**src/assert_macros.svh**
```systemverilog
// Assertion macros shared by the RTL.
`ifndef ASSERT_MACROS_SVH
`define ASSERT_MACROS_SVH

`ifndef ASSERT_OFF

`define ASSERT_CLK(label, prop, msg) \
   label: assert property (@(posedge clock) disable iff (reset) prop) else $error(msg);

`define ASSERT_NEVER(label, expr, msg) \
   label: assert property (@(posedge clock) disable iff (reset) !(expr)) else $error(msg);

`else

`define ASSERT_CLK(label, prop, msg)

`define ASSERT_NEVER(label, expr, msg)

`endif

`endif

```
**src/ueflt_pkg.sv**
```systemverilog
package ueflt_pkg;

   localparam int VALUE_W = 32;

   typedef enum logic {
      ST_IDLE,
      ST_EMIT
   } state_type;

   typedef struct packed {
      logic load;
      logic shift;
      logic clear;
   } cell_ctl_type;

   typedef struct packed {
      logic                        valid;
      logic                        mark;
      logic signed [VALUE_W-1:0]   value;
   } cell_data_type;

endpackage

```
**src/ueflt_cell.sv**
```systemverilog
module ueflt_cell (
   input  logic                                  clock,
   input  logic                                  reset,
   input  ueflt_pkg::cell_ctl_type               ctl,
   input  logic signed [ueflt_pkg::VALUE_W-1:0]  load_value,
   input  logic                                  prev_valid,
   input  logic                                  dup_any,
   input  ueflt_pkg::cell_data_type              next_data,
   output ueflt_pkg::cell_data_type              cur_data,
   output logic                                  match
);

   logic                                 valid_ff;
   logic                                 valid_in;
   logic                                 mark_ff;
   logic                                 mark_in;
   logic signed [ueflt_pkg::VALUE_W-1:0] value_ff;
   logic signed [ueflt_pkg::VALUE_W-1:0] value_in;

   always_comb begin
      match    = ctl.load & valid_ff & (value_ff == load_value);
      valid_in = valid_ff;
      mark_in  = mark_ff;
      value_in = value_ff;
      if (ctl.clear) begin
         valid_in = 1'b0;
         mark_in  = 1'b0;
      end else if (ctl.shift) begin
         valid_in = next_data.valid;
         mark_in  = next_data.mark;
         value_in = next_data.value;
      end else if (ctl.load) begin
         if (valid_ff) begin
            mark_in = mark_ff | match;
         end else if (prev_valid) begin
            // take the new value at the first free slot
            valid_in = 1'b1;
            mark_in  = dup_any;
            value_in = load_value;
         end
      end
   end

   always_ff @(posedge clock) begin
      if (reset) begin
         valid_ff <= 1'b0;
         mark_ff  <= 1'b0;
      end else begin
         valid_ff <= valid_in;
         mark_ff  <= mark_in;
      end
   end

   always_ff @(posedge clock) begin
      value_ff <= value_in;
   end

   assign cur_data.valid = valid_ff;
   assign cur_data.mark  = mark_ff;
   assign cur_data.value = value_ff;

endmodule

```
**src/unique_element_filter.sv**
```systemverilog
// Load: one item per cycle while busy is low; each value is compared in every cell at once.
// Emit: the edge that takes the last item raises busy; the chain then shifts toward cell 0
// once per cycle, dropping repeated heads, so results may have gaps; each result passes from
// cell 0 through the rsp output registers, and busy falls as the final result is registered.
// A result strobe lasts one cycle and cannot be stalled by the receiver.
// Reset: synchronous; clears all cell valid bits and marks at once, no clearing pass.
`include "assert_macros.svh"

module unique_element_filter #(
   parameter int LIST_DEPTH = 32
) (
   input  logic                                  clock,
   input  logic                                  reset,
   input  logic                                  start,
   output logic                                  busy,
   input  logic signed [ueflt_pkg::VALUE_W-1:0]  req_value,
   input  logic                                  req_last_item,
   output logic                                  rsp_valid,
   output logic signed [ueflt_pkg::VALUE_W-1:0]  rsp_unique_value,
   output logic                                  rsp_empty_list,
   output logic                                  rsp_final_result,
   output logic                                  rsp_overflowed
);

   localparam int LAST = LIST_DEPTH - 1;

   ueflt_pkg::state_type      state_ff;
   ueflt_pkg::state_type      state_in;
   ueflt_pkg::cell_ctl_type   ctl;
   ueflt_pkg::cell_data_type  data_vec [LIST_DEPTH];

   logic [LIST_DEPTH-1:0]     match_vec;
   logic [LIST_DEPTH-1:0]     valid_vec;
   logic [LIST_DEPTH-1:0]     unique_vec;

   logic                      accept;
   logic                      full;
   logic                      dup_any;
   logic                      any_unique;
   logic                      rest_unique;
   logic                      emit_end;
   logic                      valid_gap;

   logic                      overflow_ff;
   logic                      overflow_in;

   logic                                  rsp_valid_ff;
   logic                                  rsp_valid_in;
   logic signed [ueflt_pkg::VALUE_W-1:0]  rsp_value_ff;
   logic signed [ueflt_pkg::VALUE_W-1:0]  rsp_value_in;
   logic                                  rsp_empty_ff;
   logic                                  rsp_empty_in;
   logic                                  rsp_final_ff;
   logic                                  rsp_final_in;
   logic                                  rsp_ovf_ff;
   logic                                  rsp_ovf_in;

   genvar i;
   generate
      for (i = 0; i < LIST_DEPTH; i++) begin : g_cell
         ueflt_pkg::cell_data_type next_data;
         logic                     prev_valid;

         if (i == LAST) begin : g_tail
            assign next_data = '0;
         end else begin : g_mid
            assign next_data = data_vec[i+1];
         end

         if (i == 0) begin : g_head
            assign prev_valid = 1'b1;
         end else begin : g_body
            assign prev_valid = data_vec[i-1].valid;
         end

         ueflt_cell u_cell (
            .clock      (clock),
            .reset      (reset),
            .ctl        (ctl),
            .load_value (req_value),
            .prev_valid (prev_valid),
            .dup_any    (dup_any),
            .next_data  (next_data),
            .cur_data   (data_vec[i]),
            .match      (match_vec[i])
         );

         assign valid_vec[i]  = data_vec[i].valid;
         assign unique_vec[i] = data_vec[i].valid & ~data_vec[i].mark;
      end
   endgenerate

   assign busy        = (state_ff == ueflt_pkg::ST_EMIT);
   assign accept      = start & ~busy;
   assign full        = valid_vec[LAST];
   assign dup_any     = |match_vec;
   assign any_unique  = |unique_vec;
   assign rest_unique = |unique_vec[LIST_DEPTH-1:1];
   assign valid_gap   = |(valid_vec[LIST_DEPTH-1:1] & ~valid_vec[LIST_DEPTH-2:0]);

   always_comb begin
      state_in     = state_ff;
      ctl.load     = 1'b0;
      ctl.shift    = 1'b0;
      ctl.clear    = 1'b0;
      emit_end     = 1'b0;
      rsp_valid_in = 1'b0;
      rsp_value_in = '0;
      rsp_empty_in = 1'b0;
      rsp_final_in = 1'b0;
      rsp_ovf_in   = overflow_ff;
      overflow_in  = overflow_ff;
      case (state_ff)
         ueflt_pkg::ST_IDLE: begin
            if (accept) begin
               ctl.load = ~full;
               if (full) begin
                  overflow_in = 1'b1;
               end
               if (req_last_item) begin
                  state_in = ueflt_pkg::ST_EMIT;
               end
            end
         end
         ueflt_pkg::ST_EMIT: begin
            if (unique_vec[0]) begin
               rsp_valid_in = 1'b1;
               rsp_value_in = data_vec[0].value;
               emit_end     = ~rest_unique;
            end else if (!any_unique) begin
               rsp_valid_in = 1'b1;
               rsp_empty_in = 1'b1;
               emit_end     = 1'b1;
            end
            rsp_final_in = emit_end;
            if (emit_end) begin
               ctl.clear   = 1'b1;
               overflow_in = 1'b0;
               state_in    = ueflt_pkg::ST_IDLE;
            end else begin
               ctl.shift = 1'b1;
            end
         end
         default: begin
            state_in = ueflt_pkg::ST_IDLE;
         end
      endcase
   end

   always_ff @(posedge clock) begin
      if (reset) begin
         state_ff     <= ueflt_pkg::ST_IDLE;
         overflow_ff  <= 1'b0;
         rsp_valid_ff <= 1'b0;
      end else begin
         state_ff     <= state_in;
         overflow_ff  <= overflow_in;
         rsp_valid_ff <= rsp_valid_in;
      end
   end

   always_ff @(posedge clock) begin
      rsp_value_ff <= rsp_value_in;
      rsp_empty_ff <= rsp_empty_in;
      rsp_final_ff <= rsp_final_in;
      rsp_ovf_ff   <= rsp_ovf_in;
   end

   assign rsp_valid        = rsp_valid_ff;
   assign rsp_unique_value = rsp_value_ff;
   assign rsp_empty_list   = rsp_empty_ff;
   assign rsp_final_result = rsp_final_ff;
   assign rsp_overflowed   = rsp_ovf_ff;

   `ASSERT_NEVER(a_valid_contig, valid_gap, "cell valid bits not contiguous")
   `ASSERT_CLK(a_last_busy, (start && !busy && req_last_item) |=> busy, "emit not started")
   `ASSERT_CLK(a_rsp_src, rsp_valid_ff |-> $past(state_ff == ueflt_pkg::ST_EMIT), "stray result")
   `ASSERT_CLK(a_final_clear, (rsp_valid_ff && rsp_final_ff) |-> (valid_vec == '0), "not cleared")

endmodule

```
**config.mk**
```make
export PLATFORM = sky130hd
export DESIGN_NAME = unique_element_filter
export DESIGN_NICKNAME = d
export VERILOG_FILES = /design/src/ueflt_pkg.sv /design/src/ueflt_cell.sv /design/src/unique_element_filter.sv
export VERILOG_INCLUDE_DIRS = /design/src /design/src/src
export SDC_FILE = /design/constraint.sdc
export NUM_CORES = 2
export LEC_CHECK = 0
export ABC_AREA = 1
export BUFFER_PORTS_ARGS = -buffer_cell sky130_fd_sc_hd__buf_2
export CAP_MARGIN = 20
export CORE_ASPECT_RATIO = 1.25
export CORE_MARGIN = 3
export CORE_UTILIZATION = 45
export CTS_CLUSTER_DIAMETER = 30
export DETAILED_ROUTE_END_ITERATION = 8
export HOLD_SLACK_MARGIN = 0.12
export SKIP_LAST_GASP = 1
export SLEW_MARGIN = 30
export SYNTH_ARGS = -nofsm -noshare
export SYNTH_HDL_FRONTEND = slang
export SYNTH_HIERARCHICAL = 1
export SYNTH_SLANG_ARGS = --single-unit
```
**constraint.sdc**
```tcl
create_clock -name clock -period 22 [get_ports clock]
set_input_delay 3.3 -clock clock [delete_from_list [all_inputs] [get_ports clock]]
set_output_delay 3.3 -clock clock [all_outputs]
set_load 0.03 [all_outputs]
```
Word-level counts from Yosys, hierarchy flattened
Cells that the tools add are included.

storage, ports and cells
  logic and storage cells = 861
  memories = 0
  bits in latches = 0
  bits of input ports = 36
  bits in read-only memories = 0
  register bits after elaboration = 1126
  RAM bits = 0

cells by class
  bitwise operators = 165
  eq/ne operators = 67
  multiplexer cells = 391
  order comparisons = 0
  add/subtract/negate cells = 0
  reductions and logical operators = 135
  multipliers = 0
  divide/modulo/power cells = 0
  shifts and indexed selects = 0

operators by type and width
  cell                  number
  $mux W32              126
  $eq A32 B32 Y1        32
  $mux W1               262
  $reduce_and A4 Y1     31
  $and A1 B1 Y1         97
  $reduce_bool A3 Y1    30
  $ne A2 B2 Y1 const B  33
  $reduce_bool A2 Y1    33
  $reduce_and A2 Y1     32
  $reduce_or A32 Y1     2
  $not A1 Y1            36
  $or A1 B1 Y1          32
  $reduce_or A31 Y1     1
  $reduce_and A3 Y1     2
  $reduce_or A2 Y1      3
  $ne A2 B1 Y1 const B  2
  $pmux W1 S2           2
  $reduce_or A3 Y1      1
  $mux W2               1

Depth between registers and ports, before layout
  depth in word-level cells = 11
  gate-level depth with buffers = 17
  gate-level depth less buffers = 17

Cells and area by module
The synthesis kept the hierarchy.

by module, submodules not included
  module                 sequential area each (µm²)  area an instance (µm²)  cells an instance  times used
  ueflt_cell             1001.0                      2273.4                  322                32
  unique_element_filter  760.7                       1562.7                  231                1

Worst setup path before layout
OpenSTA, ideal clock, no wires.

  path type = input to register
  from = input port start
  to = register g_cell[0].u_cell/value_ff[0] (netlist name) (enable)
  stages on the path = 4
  buffers on the path = 0
  arrival = 10728 ps
  setup slack = 10678 ps
  cells stage by stage = nand2_1 > nor2_1 > nor2_1 > a2111oi_0

RTL lines
  item                  line                         text
  from (decl)           unique_element_filter.sv:14  input logic start,
  to (signal assigned)  ueflt_cell.sv:55             value_ff <= value_in;
  to (decl)             ueflt_cell.sv:17             logic signed [ueflt_pkg::VALUE_W-1:0] value_ff;

Worst setup path after layout
  from = input port req_value[6] (netlist name)
  to = register g_cell[23].u_cell.mark_ff

between the ends
  word-level cells in the longest chain between the ends = 7
  elaborated cells between the ends (all ways) = 70

ends and longest elaborated chain
  item                  line                         text
  from (decl)           unique_element_filter.sv:16  input logic signed [ueflt_pkg::VALUE_W-1:0] req_value,
  $eq A32 B32 Y1        ueflt_cell.sv:21             match = ctl.load & valid_ff & (value_ff == load_value);
  $and A1 B1 Y1         ueflt_cell.sv:21
  net match_vec[27]     unique_element_filter.sv:32  logic [LIST_DEPTH-1:0] match_vec;
  $reduce_or A32 Y1     unique_element_filter.sv:96  assign dup_any = |match_vec;
  net dup_any           unique_element_filter.sv:38  logic dup_any;
  $mux W1               ueflt_cell.sv:35             end else if (prev_valid) begin
  $mux W1               ueflt_cell.sv:33             if (valid_ff) begin
  $mux W1               ueflt_cell.sv:32             end else if (ctl.load) begin
  $mux W1               ueflt_cell.sv:28             end else if (ctl.shift) begin
  to (signal assigned)  ueflt_cell.sv:50             mark_ff <= mark_in;
  to (decl)             ueflt_cell.sv:15             logic mark_ff;

The timed path passes the listed nets, and every way through them passes these cells. The select of a mux whose other input is x is not followed.
A chain may end at the register's enable or synchronous reset.

==> reports/results.ini <==
[route]
postRouteAntennaNets = 0
drt_pre_antenna_iters = 8
routed_wl_um = 294300
post_drt_wl_per_cell_um = 22.36
vias = 71340
drc = 1
routed_via_density = 5.419
first_iter_violations = 7822

[clocking]
cts_inserted_buffers = 299
cts_sinks = 1126
cts_resized = 0
clk_pin_slew_ns = 0.05
h-tree-depth = 5
cts-root-buf = clkbuf_16
post-cts-setup-buffers = 0
cts_tree = built
hold_buffers = 0
clockBufferDepth = 4
clk_latency_ns = 0.93

[final_layout]
finalInstanceArea_sq_um = 86910
multiInputGateArea_sq_um = 33060
syn2layout_area_growth_pct = 16.95
antennaDiodeCount = 0
fillers = 16180
regArea_sq_um = 32790
fin_nets = 10800
finalNonFillerCells = 13170
drive_gt1_share_pct = 9.070

[critical_path]
worstPathRequired_ns = 22.78
critical_path_class = in -> reg
cp_max_fo = 48
worst-path-buf-inv = 3
crit_path_top_delay_cell = or2_2
slowest_delay_ns = 0.88
crit_top_cell = nand2_1
crit_family = simple AND/OR/NAND/NOR gates
worstSetupStartpointType = primary input
cp_cell_sequence = buf_6, buf_4, buf_4, nand2_1, o2111ai_1, nor3_1, nand2_1, nor4_2, nor4_1, nand4_1, or2_2, or2_2, nand2_1, nand2_1, nand2_1, a21oi_2
critPathCaptureType = flop
cp_data_arrival_time_ns = 8.44

[timing]
period_share_pct = 34.82
skew_ns = 0.04635
fin_ws_ns = 14.34
min_period_ns = 7.660
clock.fmax_ghz = 0.1305
final_hold_viol_count = 0
tightest_slew_ns = 1.076
finalSetupTns_ns = 0
maxSlewViolCount = 0
setup_viol = 0
rsz0062_at_grt = false
relSlewSlack_pct = 28.24

[global_routing]
grt_pass1_vias = 69040
grt_pass1_wl_um = 431800
antenna_found_initial = 1
grt.total_usage_pct = 33.75
grt_max_degree = 225
grt-ovfl-total = 0

[place]
dpl-instance-area_sq_um = 77130
dp.final_hpwl_um = 210900
io_buffers = 72
dp_slack_ns = 13.57
placed_cells = 12640
place_congestion = 0.9534

[synthesis]
synthTopCellsByArea = edfxtp_1, nand2_1, inv_1, o21ai_0, nor2_1
ys_seq_area_share_pct = 44.13
syn_avg_cell_area_sq_um = 7.054
yosys.area.top_type_share_pct = 41.38
synth_edf_count = 1024
synth_seq_cells = 1126
ys_types = 34
synth.largest_area_cell = edfxtp_1
syn-instance-count = 10540
yosysWarnings = 6
synth_common_cells = nand2_1, inv_1, edfxtp_1
synthArstFlopShare_pct = 0
ys.flop_type = edfxtp_1
synth.most_common_cell = nand2_1
syn_area_sq_um = 74310

[pwr]
comb_power_share_pct = 29.0
intPower_mw = 7.374
fin_total_pwr_mw = 12.03
share_seq_of_total_power_pct = 35.5
p_leak_nw = 39.75
sw_frac_of_total_pct = 38.69
irDropWorstVdd_uv = 180.3
power.density_nw_per_um2 = 138.4
clock_power_share_pct = 35.5
switchingPower_mw = 4.653

[die]
die-width_um = 369.5
core_area_sq_um = 163900
fp-row-count = 166
die_h_um = 460.3
die_area_sq_um = 170100
io_pins = 73
start_util_pct = 45.35

[status]
outcome = finished, violations left
violations = design-rule violations

[min_path]
hp-class = reg -> reg

[run]
drv_cap = 0

==> metal layers <==
layer / global-route usage [%] / vias to the layer above / part of all wire [%] / wire, um
met3: 4.472 / 796 / 7.4 / 21670
li1: - / 33810 / - / -
met5: 0 / - / 0.0044 / 13
met2: 55.24 / 3354 / 46 / 136600
met1: 42.99 / 33380 / 40 / 118100
met4: 19.07 / 2 / 6.1 / 17960
==> worst paths after layout <==
kind / start / to / slack [ns] / cells after the start
hold reg to reg: overflow_ff$_SDFFE_PP0P_ / rsp_overflowed$_DFF_P_ / 0.37 / 0
hold / removal: overflow_ff$_SDFFE_PP0P_ / rsp_overflowed$_DFF_P_ / 0.37 / 0
setup / recovery: req_value[6] / g_cell[23].u_cell/mark_ff$_SDFFE_PP0P_ / 14.34 / 16
setup reg to reg: g_cell[14].u_cell/valid_ff$_SDFFE_PP0N_ / g_cell[2].u_cell/value_ff[29]$_DFFE_PP_ / 15.57 / 14
==> power groups by stage <==
stage          sequential (mW)  combinational, mW  clock (mW)
2_1_floorplan             3.98               2.45           0
3_3_place_gp              4.28               3.41           0
3_5_place_dp              4.28               3.42           0
4_1_cts                   4.26               3.44        4.32
5_1_grt                   4.35               3.88        4.43
6_report                  4.27               3.49        4.27
==> kinds of logic after synthesis <==
kind of cell              share of synthesized area, %
AOI/OAI and AO/OA                                9.521
other                                          0.01011
buffers and inverters                            11.85
DFF                                              44.13
and+or+nand+nor                                  31.09
xor gates and xnor gates                         3.394
==> through the flow <==
stage | hold slack [ns] | utilization [%]
after floorplan | 0.3311 | -
after global placement | 0.3394 | 47.06
after detailed placement | 0.3500 | 47.07
after CTS | 0.3629 | 53.02
after global routing | 0.3714 | 53.04
final | 0.3691 | 53.04
==> state kept, by name (all words and copies together), names as in the netlist <==
name	flops
rsp_valid	1
overflow_ff	1
g_cell.u_cell/mark_ff	32
rsp_final_result	1
rsp_overflowed	1
g_cell.u_cell/value_ff	1024
g_cell.u_cell/valid_ff	32
busy	1
rsp_unique_value	32
rsp_empty_list	1
==> area by class of cell <==
class / count / area share [%]
Multi-Input combinational cell: 7224 / 38.04
Sequential cell: 1126 / 37.73
Clock buffer: 351 / 9.158
Inverter: 1927 / 8.333
Tap cell: 2184 / 3.144
Clock inverter: 172 / 2.066
Timing Repair Buffer: 181 / 1.527
==> placed cells by master, fill, tap and decap left out, types with 6 or more instances in the layout <==
| cell type | n |
|---|---|
| clkinv_2 | 34 |
| nor2_1 | 649 |
| clkinv_4 | 19 |
| clkinv_1 | 103 |
| a2111oi_2 | 32 |
| clkbuf_8 | 9 |
| buf_2 | 41 |
| o2111a_1 | 32 |
| or4_1 | 32 |
| o22ai_1 | 32 |
| clkbuf_16 | 308 |
| xor2_1 | 32 |
| a221oi_1 | 32 |
| inv_2 | 128 |
| inv_1 | 1733 |
| clkinvlp_4 | 34 |
| nand3_1 | 226 |
| nor4_1 | 6 |
| nor4_2 | 34 |
| dfxtp_1 | 102 |
| nand4_1 | 195 |
| xnor2_1 | 256 |
| o2111ai_1 | 96 |
| buf_4 | 128 |
| a21oi_2 | 33 |
| nand3_2 | 34 |
| conb_1 | 35 |
| o21ai_0 | 896 |
| nand2_1 | 4306 |
| bufinv_16 | 30 |
| nor3_1 | 96 |
| edfxtp_1 | 1024 |
| clkbuf_1 | 34 |
| inv_6 | 14 |
| buf_6 | 9 |
| or2_2 | 97 |
| a21oi_1 | 66 |
Power figures use the tool's default switching activity.
